`config.mk`:
```
export PLATFORM = sky130hd
export DESIGN_NAME = fwq_ram
export DESIGN_NICKNAME = d
export VERILOG_FILES = /design/src/rtl/fwq_ram.sv
export SDC_FILE = /design/constraint.sdc
export NUM_CORES = 1
export LEC_CHECK = 0
export ABC_CLOCK_PERIOD_IN_PS = 1550
export BUFFER_PORTS_ARGS = -buffer_cell sky130_fd_sc_hd__buf_2
export CAP_MARGIN = 20
export CORE_ASPECT_RATIO = 1.4
export CORE_MARGIN = 2
export CORE_UTILIZATION = 56
export DETAILED_ROUTE_END_ITERATION = 12
export PLACE_DENSITY = 0.8
export SLEW_MARGIN = 5
export SYNTH_ARGS = -nofsm -noshare
export SYNTH_HDL_FRONTEND = slang
export SYNTH_SLANG_ARGS = --single-unit
```
`constraint.sdc`:
```
create_clock -name clk -period 1.55 [get_ports clk]
set_input_delay 0 -clock clk [delete_from_list [all_inputs] [get_ports clk]]
set_output_delay 0 -clock clk [all_outputs]
set_load 0.02 [all_outputs]
```
`src/rtl/fwq_ram.sv`:
```
// Generic single-write, single-read RAM with registered read data.
`timescale 1ns / 1ps

module fwq_ram #(
  parameter int WIDTH = 8,
  parameter int DEPTH = 64
) (
  input  logic                     clk,
  input  logic                     wr_en,
  input  logic [$clog2(DEPTH)-1:0] wr_addr,
  input  logic [WIDTH-1:0]         wr_data,
  input  logic [$clog2(DEPTH)-1:0] rd_addr,
  output logic [WIDTH-1:0]         rd_data
);

  logic [WIDTH-1:0] mem [DEPTH];
  logic [WIDTH-1:0] rd_data_r;

  // Write port and registered read port
  always_ff @(posedge clk) begin
    if (wr_en) begin
      mem[wr_addr] <= wr_data;
    end
    rd_data_r <= mem[rd_addr];
  end

  assign rd_data = rd_data_r;

endmodule

```
==> qor.txt <==
Die Wd - 164 µm
Syn Nets - 962
register area share after synthesis - 0.770
number of DRC markers in iteration 0 - 1295
clk root buf - clkbuf_16
synth-to-layout area growth - 17.1%
core box area - 0.0357 mm²
Final nets - 1151
PD cells - 1200 mW/mm²
synthesized area - 0.0202 mm²
failing checks - hold timing, setup timing
critical path arrival - 2340 ps
GRT Total Usage - 0.258
Final period util - 1.23
Slew @ Worst Pin - 697 ps
most frequent cells in the layout - edfxtp_1, buf_4, mux4_2
peak supply drop - 0.00107 V
Initial DRT Pass Iterations - 6
critical path required time - 1990 ps
dpl ws - -619 ps
Leak - 7.71 nW
dpl hpwl - 28.7 mm
clk buf depth - 3
Die Y - 229 µm
Yosys cell types - 40
drc violations - 0
cells on worst reg2reg path - 5
initial antenna violation count - 2
FF+latch count, synth - 520
Rows - 82
status - finished with violations
worst relative slew slack - 0.535
final max-slew violation count - 0
CTS tree - yes
crit path capture type - flip-flop
Vias per Instance - 6.48
largest net degree at the start of global routing - 65
DIE AREA - 0.0376 mm²
Clock Sinks - 520
placed instance area - 0.0218 mm²
CTS Buf Count - 45
Ys Warns - 0
Mapped Cells - 940
CP Max Fanout - 1
Ports - 30
Setup violations, final - 8
crit path launch type - flip-flop
clock-pin slew on the worst setup and hold paths - 70 ps
initial core utilization - 0.565
most common cell after layout, fill and taps aside - edfxtp_1
Routed Antenna Nets - 0
syn avg cell area - 21.5 µm²
layout cells sized above 1 - 0.351
total wire length - 48.2 mm
H-tree Lvls - 2
number of global-route vias before repair - 11000
setup slack after layout - -352 ps
drt wl/cell - 29.7 µm
Fin. Hold Viols - 3
RSZ-0062 raised after global routing - yes
fmax - 0.526 GHz
fin area - 0.0236 mm²
WHS Path Cells - 1
worst skew pair latency - 560 ps
gr ovfl total - 0
Worst Setup Path Type - reg2reg
fin crit period - 1900 ps
Hold Slack - -8.97 ps
Via Count - 10500
gpl congestion - 0.888
Fill cells - 2108
first-pass GRT wire length - 69.8 mm
HP Class - in2reg
clk_skew - 22.3 ps
Max Cap Viol - 0
IO buf count - 29
## critical path: stages (launching register included)
cell and delay (ps):
edfxtp_1 370, mux4_2 520, mux4_2 540, nor2_4 160, nor3_2 70, o2bb2ai_1 140
## flip-flops by register name, indices dropped and copies added, names as in the netlist
| signal | count |
|---|---|
| mem | 512 |
| rd_data | 8 |
## layer usage
layer  vias to the layer above  GRT usage  part of all wire
met4                         2      0.151             0.070
met2                       678      0.444              0.53
li1                       4298          -                 -
met5                         -          0           0.00027
met3                       192     0.0475             0.081
met1                      5350      0.300              0.32
## layout make-up
class	count	area, µm²	area share
Antenna cell	1	2.50	0.000106
Clock buffer	54	1160	0.0491
Clock inverter	25	249	0.0105
Multi-Input combinational cell	369	4480	0.190
Sequential cell	520	15500	0.658
Tap cell	462	578	0.0245
Timing Repair Buffer	193	1620	0.0684
## synthesized netlist by cell type
master	n	area share
o21a_1	2	0.00074
buf_12	2	0.0020
dfxtp_1	8	0.0079
o32ai_1	2	0.00087
nand2_1	19	0.0035
nand4_1	2	0.00062
or3_1	1	0.00031
a221oi_1	6	0.0026
mux2i_1	23	0.011
o21ai_1	2	0.00050
clkbuf_1	17	0.0032
o221ai_1	8	0.0035
o2bb2ai_1	3	0.0013
a22oi_1	3	0.0011
o221a_2	2	0.0011
nand3_1	13	0.0032
o311ai_1	1	0.00043
a31oi_1	1	0.00031
mux2_2	13	0.0073
buf_6	4	0.0022
buf_1	4	0.00074
nor3_1	7	0.0017
nand3b_1	3	0.0011
a21oi_1	3	0.00074
o41ai_1	2	0.00087
buf_4	13	0.0048
nand4b_1	1	0.00043
o21ai_0	2	0.00050
nor2b_1	14	0.0043
mux4_2	126	0.14
edfxtp_1	512	0.76
a2111oi_0	2	0.00087
nor4_1	2	0.00062
buf_2	11	0.0027
a211oi_1	4	0.0015
nor2_1	83	0.015
nand2b_1	7	0.0022
o22ai_1	8	0.0025
and2_1	1	0.00031
o2111ai_1	3	0.0013
## through the flow
stage               cells  hold WS (ps)  setup TNS, ps  power (mW)  utilization
floorplan             940          98.9           -401        16.8            -
global placement     1529           441          -4260        17.4        0.611
detailed placement   1529           442          -4710        17.5        0.611
CTS                  1610          34.2          -2110        28.3        0.654
global route         1623          13.2          -2510        29.0        0.661
finish               1624         -8.97          -2270        28.4        0.662
## kinds of logic after synthesis
family	after synthesis	share of synthesized area
flops	520	0.770
mux	162	0.159
simple gates	153	0.0339
compound gates	54	0.0207
buf+inv	51	0.0157
## power by group
part	leakage [nW]	total (mW)	switching, mW	internal (mW)
Sequential	4.67	15.6	0.0507	15.6
Combinational	2.34	1.77	1.03	0.745
Clock	0.690	11.0	4.81	6.17
Total	7.71	28.4	5.89	22.5
## final timing paths
kind	startpoint	end	slack, ps
max	mem[3][0]	rd_data[0]	-350
min	wr_data[7]	mem[48][7]	-9
max reg2reg	mem[3][0]	rd_data[0]	-350
min reg2reg	mem[27][6]	rd_data[6]	900
## timing repair
item                                    4_1_cts  5_1_grt
resized for setup                            21        7
endpoints found under the hold margin         6       77
endpoints found under the setup margin        8        8
setup buffers                                 0        0
pin swaps                                     6        1
hold buffers                                  3        5
No activity file was read; power rests on OpenSTA's default activity.
