--- src/rtl/fwq_pkg.sv ---
// Shared types, codes and constants for the futex wait-queue table.
`timescale 1ns / 1ps

package fwq_pkg;

  // Field widths
  localparam int FUNC_W   = 2;
  localparam int PROC_W   = 8;
  localparam int ADDR_W   = 48;
  localparam int CNT_W    = 7;
  localparam int STATUS_W = 2;
  localparam int SLOT_W   = 6;

  // Table sizing
  localparam int DEF_SLOTS  = 64;
  localparam int WAKE_LIMIT = 64;

  // Operation codes
  localparam logic [FUNC_W-1:0] FN_WAIT = 2'd0;
  localparam logic [FUNC_W-1:0] FN_WAKE = 2'd1;
  localparam logic [FUNC_W-1:0] FN_DROP = 2'd2;

  // Status codes
  localparam logic [STATUS_W-1:0] ST_OK    = 2'd0;
  localparam logic [STATUS_W-1:0] ST_INVAL = 2'd1;
  localparam logic [STATUS_W-1:0] ST_FULL  = 2'd2;

  // Sequencer states
  typedef enum logic [1:0] {
    S_IDLE,
    S_SCAN,
    S_EMIT
  } state_t;

  // One result beat
  typedef struct packed {
    logic [STATUS_W-1:0] status;
    logic [SLOT_W-1:0]   slot_index;
    logic                has_woken;
    logic [PROC_W-1:0]   woken_proc;
    logic [CNT_W-1:0]    woken_total;
    logic                last;
  } res_t;

  // Result handed from the sequencer to the output register
  typedef struct packed {
    logic valid;
    res_t res;
  } push_t;

  // Build a final result that carries a status and nothing else
  function automatic res_t mk_res(input logic [STATUS_W-1:0] status);
    res_t r;
    r        = '0;
    r.status = status;
    r.last   = 1'b1;
    return r;
  endfunction

endpackage

--- src/rtl/fwq_ctrl.sv ---
// Slot scan sequencer: valid bits, shared compare unit and result staging.
`timescale 1ns / 1ps

module fwq_ctrl #(
  parameter int SLOTS = fwq_pkg::DEF_SLOTS
) (
  input  logic                             clk,
  input  logic                             rst_n,
  // input channel
  input  logic                             in_valid,
  output logic                             in_stall,
  input  logic [fwq_pkg::FUNC_W-1:0]       in_func,
  input  logic [fwq_pkg::PROC_W-1:0]       in_proc_id,
  input  logic [fwq_pkg::ADDR_W-1:0]       in_wait_address,
  input  logic [fwq_pkg::CNT_W-1:0]        in_wake_count,
  // slot store
  output logic                             ram_wr_en,
  output logic [$clog2(SLOTS)-1:0]         ram_wr_addr,
  output logic [fwq_pkg::PROC_W+fwq_pkg::ADDR_W-1:0] ram_wr_data,
  output logic [$clog2(SLOTS)-1:0]         ram_rd_addr,
  input  logic [fwq_pkg::PROC_W+fwq_pkg::ADDR_W-1:0] ram_rd_data,
  // output register
  input  logic                             out_free,
  output fwq_pkg::push_t                   push
);

  localparam int IDX_W = $clog2(SLOTS);

  fwq_pkg::state_t st_r, st_nxt;

  logic [SLOTS-1:0]                 valid_r, valid_nxt;
  logic [IDX_W-1:0]                 idx_r, idx_nxt;
  logic [fwq_pkg::CNT_W-1:0]        woke_r, woke_nxt;
  logic                             have_pend_r, have_pend_nxt;
  fwq_pkg::res_t                    pend_r, pend_nxt;

  logic [fwq_pkg::FUNC_W-1:0]       func_r;
  logic [fwq_pkg::PROC_W-1:0]       pid_r;
  logic [fwq_pkg::ADDR_W-1:0]       addr_r;
  logic [fwq_pkg::CNT_W-1:0]        cnt_r;

  logic                             in_take;
  logic [fwq_pkg::CNT_W-1:0]        cnt_sat;
  logic [fwq_pkg::PROC_W-1:0]       ram_proc;
  logic [fwq_pkg::ADDR_W-1:0]       ram_addr;
  logic                             cur_valid;
  logic                             at_end;
  logic [fwq_pkg::CNT_W-1:0]        woke_inc;
  logic                             wake_hit;
  logic                             wake_hold;
  logic                             wake_done;
  logic                             drop_hit;
  logic [IDX_W+fwq_pkg::SLOT_W-1:0] idx_wide;
  logic [fwq_pkg::SLOT_W-1:0]       slot6;
  fwq_pkg::res_t                    hit_res;

  // Accept only between items
  assign in_stall = (st_r != fwq_pkg::S_IDLE);
  assign in_take  = in_valid && (st_r == fwq_pkg::S_IDLE);
  assign cnt_sat  = (in_wake_count > fwq_pkg::CNT_W'(fwq_pkg::WAKE_LIMIT)) ?
                    fwq_pkg::CNT_W'(fwq_pkg::WAKE_LIMIT) : in_wake_count;

  // Compare unit on the slot read back this cycle
  assign ram_proc  = ram_rd_data[fwq_pkg::PROC_W+fwq_pkg::ADDR_W-1:fwq_pkg::ADDR_W];
  assign ram_addr  = ram_rd_data[fwq_pkg::ADDR_W-1:0];
  assign cur_valid = valid_r[idx_r];
  assign at_end    = (idx_r == IDX_W'(SLOTS - 1));
  assign woke_inc  = woke_r + fwq_pkg::CNT_W'(1);
  assign wake_hit  = cur_valid && (ram_addr == addr_r);
  assign wake_hold = wake_hit && have_pend_r && !out_free;
  assign wake_done = wake_hit && (woke_inc == cnt_r);
  assign drop_hit  = cur_valid && (ram_proc == pid_r);
  assign idx_wide  = (IDX_W + fwq_pkg::SLOT_W)'(idx_r);
  assign slot6     = idx_wide[fwq_pkg::SLOT_W-1:0];

  // Result for a woken slot
  always_comb begin
    hit_res             = '0;
    hit_res.status      = fwq_pkg::ST_OK;
    hit_res.slot_index  = slot6;
    hit_res.has_woken   = 1'b1;
    hit_res.woken_proc  = ram_proc;
    hit_res.woken_total = woke_inc;
    hit_res.last        = wake_done || at_end;
  end

  // Next state
  always_comb begin
    st_nxt = st_r;
    case (st_r)
      fwq_pkg::S_IDLE: begin
        if (in_take) begin
          case (in_func)
            fwq_pkg::FN_WAIT: begin
              if (in_proc_id == '0 || in_wait_address == '0) begin
                st_nxt = fwq_pkg::S_EMIT;
              end else begin
                st_nxt = fwq_pkg::S_SCAN;
              end
            end
            fwq_pkg::FN_WAKE: begin
              if (in_wait_address == '0 || cnt_sat == '0) begin
                st_nxt = fwq_pkg::S_EMIT;
              end else begin
                st_nxt = fwq_pkg::S_SCAN;
              end
            end
            fwq_pkg::FN_DROP: begin
              if (in_proc_id == '0) begin
                st_nxt = fwq_pkg::S_EMIT;
              end else begin
                st_nxt = fwq_pkg::S_SCAN;
              end
            end
            default: st_nxt = fwq_pkg::S_EMIT;
          endcase
        end
      end
      fwq_pkg::S_SCAN: begin
        case (func_r)
          fwq_pkg::FN_WAIT: begin
            if (!cur_valid || at_end) begin
              st_nxt = fwq_pkg::S_EMIT;
            end
          end
          fwq_pkg::FN_WAKE: begin
            if (!wake_hold && (wake_done || at_end)) begin
              st_nxt = fwq_pkg::S_EMIT;
            end
          end
          fwq_pkg::FN_DROP: begin
            if (at_end) begin
              st_nxt = fwq_pkg::S_EMIT;
            end
          end
          default: st_nxt = fwq_pkg::S_EMIT;
        endcase
      end
      fwq_pkg::S_EMIT: begin
        if (out_free) begin
          st_nxt = fwq_pkg::S_IDLE;
        end
      end
      default: st_nxt = fwq_pkg::S_IDLE;
    endcase
  end

  // Datapath and outputs
  always_comb begin
    valid_nxt     = valid_r;
    idx_nxt       = idx_r;
    woke_nxt      = woke_r;
    have_pend_nxt = have_pend_r;
    pend_nxt      = pend_r;
    push          = '0;
    ram_wr_en     = 1'b0;
    ram_wr_addr   = idx_r;
    ram_wr_data   = {pid_r, addr_r};

    case (st_r)
      fwq_pkg::S_IDLE: begin
        idx_nxt       = '0;
        woke_nxt      = '0;
        have_pend_nxt = 1'b0;
        if (in_take) begin
          case (in_func)
            fwq_pkg::FN_WAIT: pend_nxt = fwq_pkg::mk_res(fwq_pkg::ST_INVAL);
            fwq_pkg::FN_WAKE: pend_nxt = fwq_pkg::mk_res(fwq_pkg::ST_OK);
            fwq_pkg::FN_DROP: pend_nxt = fwq_pkg::mk_res(fwq_pkg::ST_OK);
            default:          pend_nxt = fwq_pkg::mk_res(fwq_pkg::ST_INVAL);
          endcase
        end
      end
      fwq_pkg::S_SCAN: begin
        case (func_r)
          fwq_pkg::FN_WAIT: begin
            // Claim the first free slot
            if (!cur_valid) begin
              ram_wr_en          = 1'b1;
              valid_nxt[idx_r]   = 1'b1;
              pend_nxt           = fwq_pkg::mk_res(fwq_pkg::ST_OK);
              pend_nxt.slot_index = slot6;
            end else if (at_end) begin
              pend_nxt = fwq_pkg::mk_res(fwq_pkg::ST_FULL);
            end
          end
          fwq_pkg::FN_WAKE: begin
            // Free a match; release the previous one now that it is not last
            if (wake_hit && !wake_hold) begin
              push.valid       = have_pend_r;
              push.res         = pend_r;
              valid_nxt[idx_r] = 1'b0;
              woke_nxt         = woke_inc;
              pend_nxt         = hit_res;
              have_pend_nxt    = 1'b1;
            end else if (!wake_hit && at_end) begin
              if (have_pend_r) begin
                pend_nxt.last = 1'b1;
              end else begin
                pend_nxt = fwq_pkg::mk_res(fwq_pkg::ST_OK);
              end
            end
          end
          fwq_pkg::FN_DROP: begin
            if (drop_hit) begin
              valid_nxt[idx_r] = 1'b0;
            end
            if (at_end) begin
              pend_nxt = fwq_pkg::mk_res(fwq_pkg::ST_OK);
            end
          end
          default: pend_nxt = fwq_pkg::mk_res(fwq_pkg::ST_INVAL);
        endcase
        // Advance the scan unless holding or leaving
        if (st_nxt == fwq_pkg::S_SCAN && !wake_hold) begin
          idx_nxt = idx_r + IDX_W'(1);
        end
      end
      fwq_pkg::S_EMIT: begin
        if (out_free) begin
          push.valid    = 1'b1;
          push.res      = pend_r;
          have_pend_nxt = 1'b0;
        end
      end
      default: ;
    endcase
  end

  // Read the slot the scan looks at next cycle
  assign ram_rd_addr = idx_nxt;

  // Control registers
  always_ff @(posedge clk) begin
    if (!rst_n) begin
      st_r        <= fwq_pkg::S_IDLE;
      valid_r     <= '0;
      idx_r       <= '0;
      woke_r      <= '0;
      have_pend_r <= 1'b0;
    end else begin
      st_r        <= st_nxt;
      valid_r     <= valid_nxt;
      idx_r       <= idx_nxt;
      woke_r      <= woke_nxt;
      have_pend_r <= have_pend_nxt;
    end
  end

  // Item capture and staged result
  always_ff @(posedge clk) begin
    pend_r <= pend_nxt;
    if (in_take) begin
      func_r <= in_func;
      pid_r  <= in_proc_id;
      addr_r <= in_wait_address;
      cnt_r  <= cnt_sat;
    end
  end

endmodule

--- config.mk ---
export PLATFORM = sky130hd
export DESIGN_NAME = fwq_ctrl
export DESIGN_NICKNAME = d
export VERILOG_FILES = /design/src/rtl/fwq_pkg.sv /design/src/rtl/fwq_ctrl.sv
export SDC_FILE = /design/constraint.sdc
export NUM_CORES = 1
export LEC_CHECK = 0
export ABC_AREA = 1
export BUFFER_PORTS_ARGS = -buffer_cell sky130_fd_sc_hd__buf_2
export CORE_ASPECT_RATIO = 0.7
export CORE_MARGIN = 5
export CORE_UTILIZATION = 54
export DETAILED_ROUTE_END_ITERATION = 12
export GPL_ROUTABILITY_DRIVEN = 0
export PLACE_DENSITY = 0.88
export REMOVE_ABC_BUFFERS = 1
export SYNTH_ARGS = -nofsm -noshare
export SYNTH_HDL_FRONTEND = slang
export SYNTH_SLANG_ARGS = --single-unit
--- constraint.sdc ---
create_clock -name clk -period 4.96 [get_ports clk]
set_input_delay 0 -clock clk [delete_from_list [all_inputs] [get_ports clk]]
set_output_delay 0 -clock clk [all_outputs]
set_load 0.01 [all_outputs]
==> results_dict.tcl <==
set metrics [dict create \
    min_path_type "in -> reg" \
    antenna_found_initial 2 \
    synth_area_sq_mm 0.00906 \
    fin_setup_tns_ns 0 \
    crit-reg2reg-launch "ram_wr_addr[0]" \
    drt_first_pass_iters 6 \
    start_kind "flop" \
    netlist_instances 1142 \
    crit_slowest_cell "dfxtp_2" \
    vias 9205 \
    hold_viol_final 0 \
    max_slew.worst_pin.slew_ns 1.02 \
    path_cells "inv_6 -> nand2_1 -> nand3_1 -> nand2_1 -> o21ai_1 -> nand2_1 -> nor2_2 -> nand2_4 -> nand2_1 -> inv_2 -> nand2_2 -> nor2_1 -> inv_1 -> nand2_1 -> nand2_1 -> nor2_1 -> buf_2" \
    min_from "rst_n" \
    drtAntennaViolNets 0 \
    die_h_microns 118 \
    slowest_delay_ns 0.96 \
    totalWireLength_microns 30000 \
    crit_fanout 45 \
    setup_violations 0 \
    cts_tree "done" \
    crit_top_cell "nand2_1" \
    gr-usage-all-layers_pct 30.3 \
    avgSynthCellArea_sq_um 7.93 \
    post-route-period-util_pct 84.2 \
    min_period_ns 4.18 \
    synth_seq_cells 170 \
    crit_path_start "ram_wr_addr[0]" \
    grt_max_degree 66 \
    clk_pin_slew_ns 0.07 \
    area_delta_synth_final_pct 28.0 \
    insertion_delay_ns 0.44 \
    h-tree-depth 4 \
    fmax_mhz 239 \
    cp.required_ns 4.96 \
    dp_hpwl_microns 19400 \
    status "finished, final reports clean" \
    slew_violations 0 \
    synth-seq-area-share_pct 47.5 \
    fin_skew_ns 0.0171 \
    die_x_microns 165 \
    drive_gt1_share_pct 20.5 \
    port_buffers 220 \
    remaining_drc_errors 0 \
    start_util_pct 55.2 \
    nFillCells 1172 \
    pin_count 221 \
    final_cells 1658 \
    vias_per_cell 5.55 \
    post-place-cells 1551 \
    fp-row-count 39 \
    rsz0062_at_grt "false" \
    vdd_drop_max_mv 0.226 \
    cts_buffers 17 \
    final_nets 1557 \
    holdWs_ns 0.0796 \
    power.total_mw 3.49 \
    grt_pass1_wl_microns 46200 \
    wl_per_cell_microns 18.1 \
    drt_iter0_markers 1080 \
    gr-total-overflow 0 \
    ctsLongestPathBuffers 2 \
    p_leak_nw 5.04 \
    path_class "reg -> out" \
    cts_sinks 170 \
    path_delay_family "simple AND/OR/NAND/NOR gates" \
    synth_cell_types 43 \
    coreArea_sq_mm 0.0164 \
    ctsRootBufferMaster "clkbuf_16" \
    p_per_area_mw_per_mm2 301 \
    cp-end-kind "primary output" \
    worst-path-buf-inv 4 \
    worstPathArrival_ns 4.18 \
    max_cap_violations 0 \
    die-area_sq_mm 0.0195 \
    yosysWarnings 0 \
    first_global_vias 8678 \
    worst_slew_margin_rel_pct 31.3 \
    cts-resized-gates 0 \
]
==> repair_timing <==
action | 4_1_cts | 5_1_grt
hold buffers | 73 | 0
buffers inserted | 0 | 0
hold endpoints to repair | 73 | 0
==> report_power, final <==
part / switching (mW) / internal [mW] / leakage [nW]
combinational: 0.285 / 0.185 / 3.22
clock: 0.631 / 0.763 / 0.289
sequential: 0.0503 / 1.57 / 1.53
total: 0.966 / 2.52 / 5.04
==> layout make-up <==
class,instances,area [sq um],area share (%)
Antenna cell,2,5.00,0.0432
Clock inverter,15,176,1.52
Inverter,160,611,5.27
Tap cell,225,282,2.43
Timing Repair Buffer,302,1900,16.4
Clock buffer,17,425,3.67
Multi-Input combinational cell,767,3890,33.6
Sequential cell,170,4310,37.1
==> cell families after synthesis <==
logic type                 after synthesis  synth area share (%)
DFF                                    170                  47.5
xor gates and xnor gates                51                  5.10
AOI/OAI and AO/OA                      128                  7.81
and+or+nand+nor                        574                  27.9
adders and majority gates               14                  1.93
buffers and inverters                  205                  9.70
==> worst register-to-register path, stage by stage, from the launching register on <==
cell,delay (ns)
dfxtp_2,0.96
inv_6,0.27
nand2_1,0.18
nand3_1,0.10
nand2_1,0.09
o21ai_1,0.06
nand2_1,0.12
nor2_2,0.07
nand2_4,0.11
nand2_1,0.07
inv_2,0.10
nand2_2,0.11
a21oi_4,0.18
nand2_4,0.15
nor4_4,0.79
nand3_1,0.18
a21oi_1,0.22
==> path summary, 6_finish.rpt <==
path / to / cells after the start / slack (ns)
min reg2reg: flop / 2 / 0.46
max reg2reg: flop / 16 / 1.10
min: flop / 3 / 0.08
max: push[7] / 17 / 0.78
==> stage by stage <==
stage          instance area, sq um  util, %  worst slack (ns)
2_1_floorplan                  8790        -             0.192
3_3_place_gp                  10300     62.6              1.46
3_5_place_dp                  10300     62.6              1.33
4_1_cts                       11600     70.7             0.973
5_1_grt                       11600     70.7             0.592
6_report                      11600     70.7             0.784
==> layout by cell type (no fill, tap or decap), types with 14 or more instances in the layout <==
| cell | n |
|---|---|
| a211oi_1 | 15 |
| a21oi_1 | 72 |
| buf_2 | 220 |
| clkbuf_16 | 17 |
| dfxtp_1 | 79 |
| dlygate4sd3_1 | 73 |
| edfxtp_1 | 90 |
| ha_1 | 14 |
| inv_1 | 151 |
| nand2_1 | 300 |
| nand3_1 | 95 |
| nor2_1 | 119 |
| nor4_1 | 15 |
| o21ai_0 | 16 |
| o21ai_1 | 17 |
| xnor2_1 | 46 |
==> cell usage after synthesis (all sizes together) <==
| cell type | n | area share, % |
|---|---|---|
| xor3 | 1 | 0.26 |
| dfxtp | 80 | 18 |
| ha | 14 | 1.9 |
| xnor2 | 46 | 4.4 |
| o2111ai | 1 | 0.097 |
| nor2 | 127 | 5.7 |
| edfxtp | 90 | 30 |
| xor2 | 4 | 0.39 |
| nand2 | 304 | 13 |
| nor4 | 19 | 2.0 |
| a211oi | 15 | 1.2 |
| a311oi | 1 | 0.097 |
| inv | 160 | 6.7 |
| clkbuf | 26 | 1.1 |
| buf | 19 | 1.9 |
| a221oi | 1 | 0.097 |
| a21oi | 73 | 4.2 |
| o21ai | 33 | 1.8 |
| nand3b | 1 | 0.083 |
| or2 | 3 | 0.21 |
| nand4 | 13 | 0.97 |
| nor3 | 12 | 0.84 |
| o22ai | 3 | 0.21 |
| nand3 | 95 | 5.2 |
| o211ai | 1 | 0.083 |
==> routing by layer <==
metal  vias to the layer above  global-route usage [%]  part of all wire (%)
li1                       4248                       -                     -
met1                      4218                    39.5                    39
met2                       632                    48.6                    47
met3                       107                    6.30                    10
met4                         0                    13.8                   4.3
met5                         -                       0                     0
(Power assumes the default switching activity.)
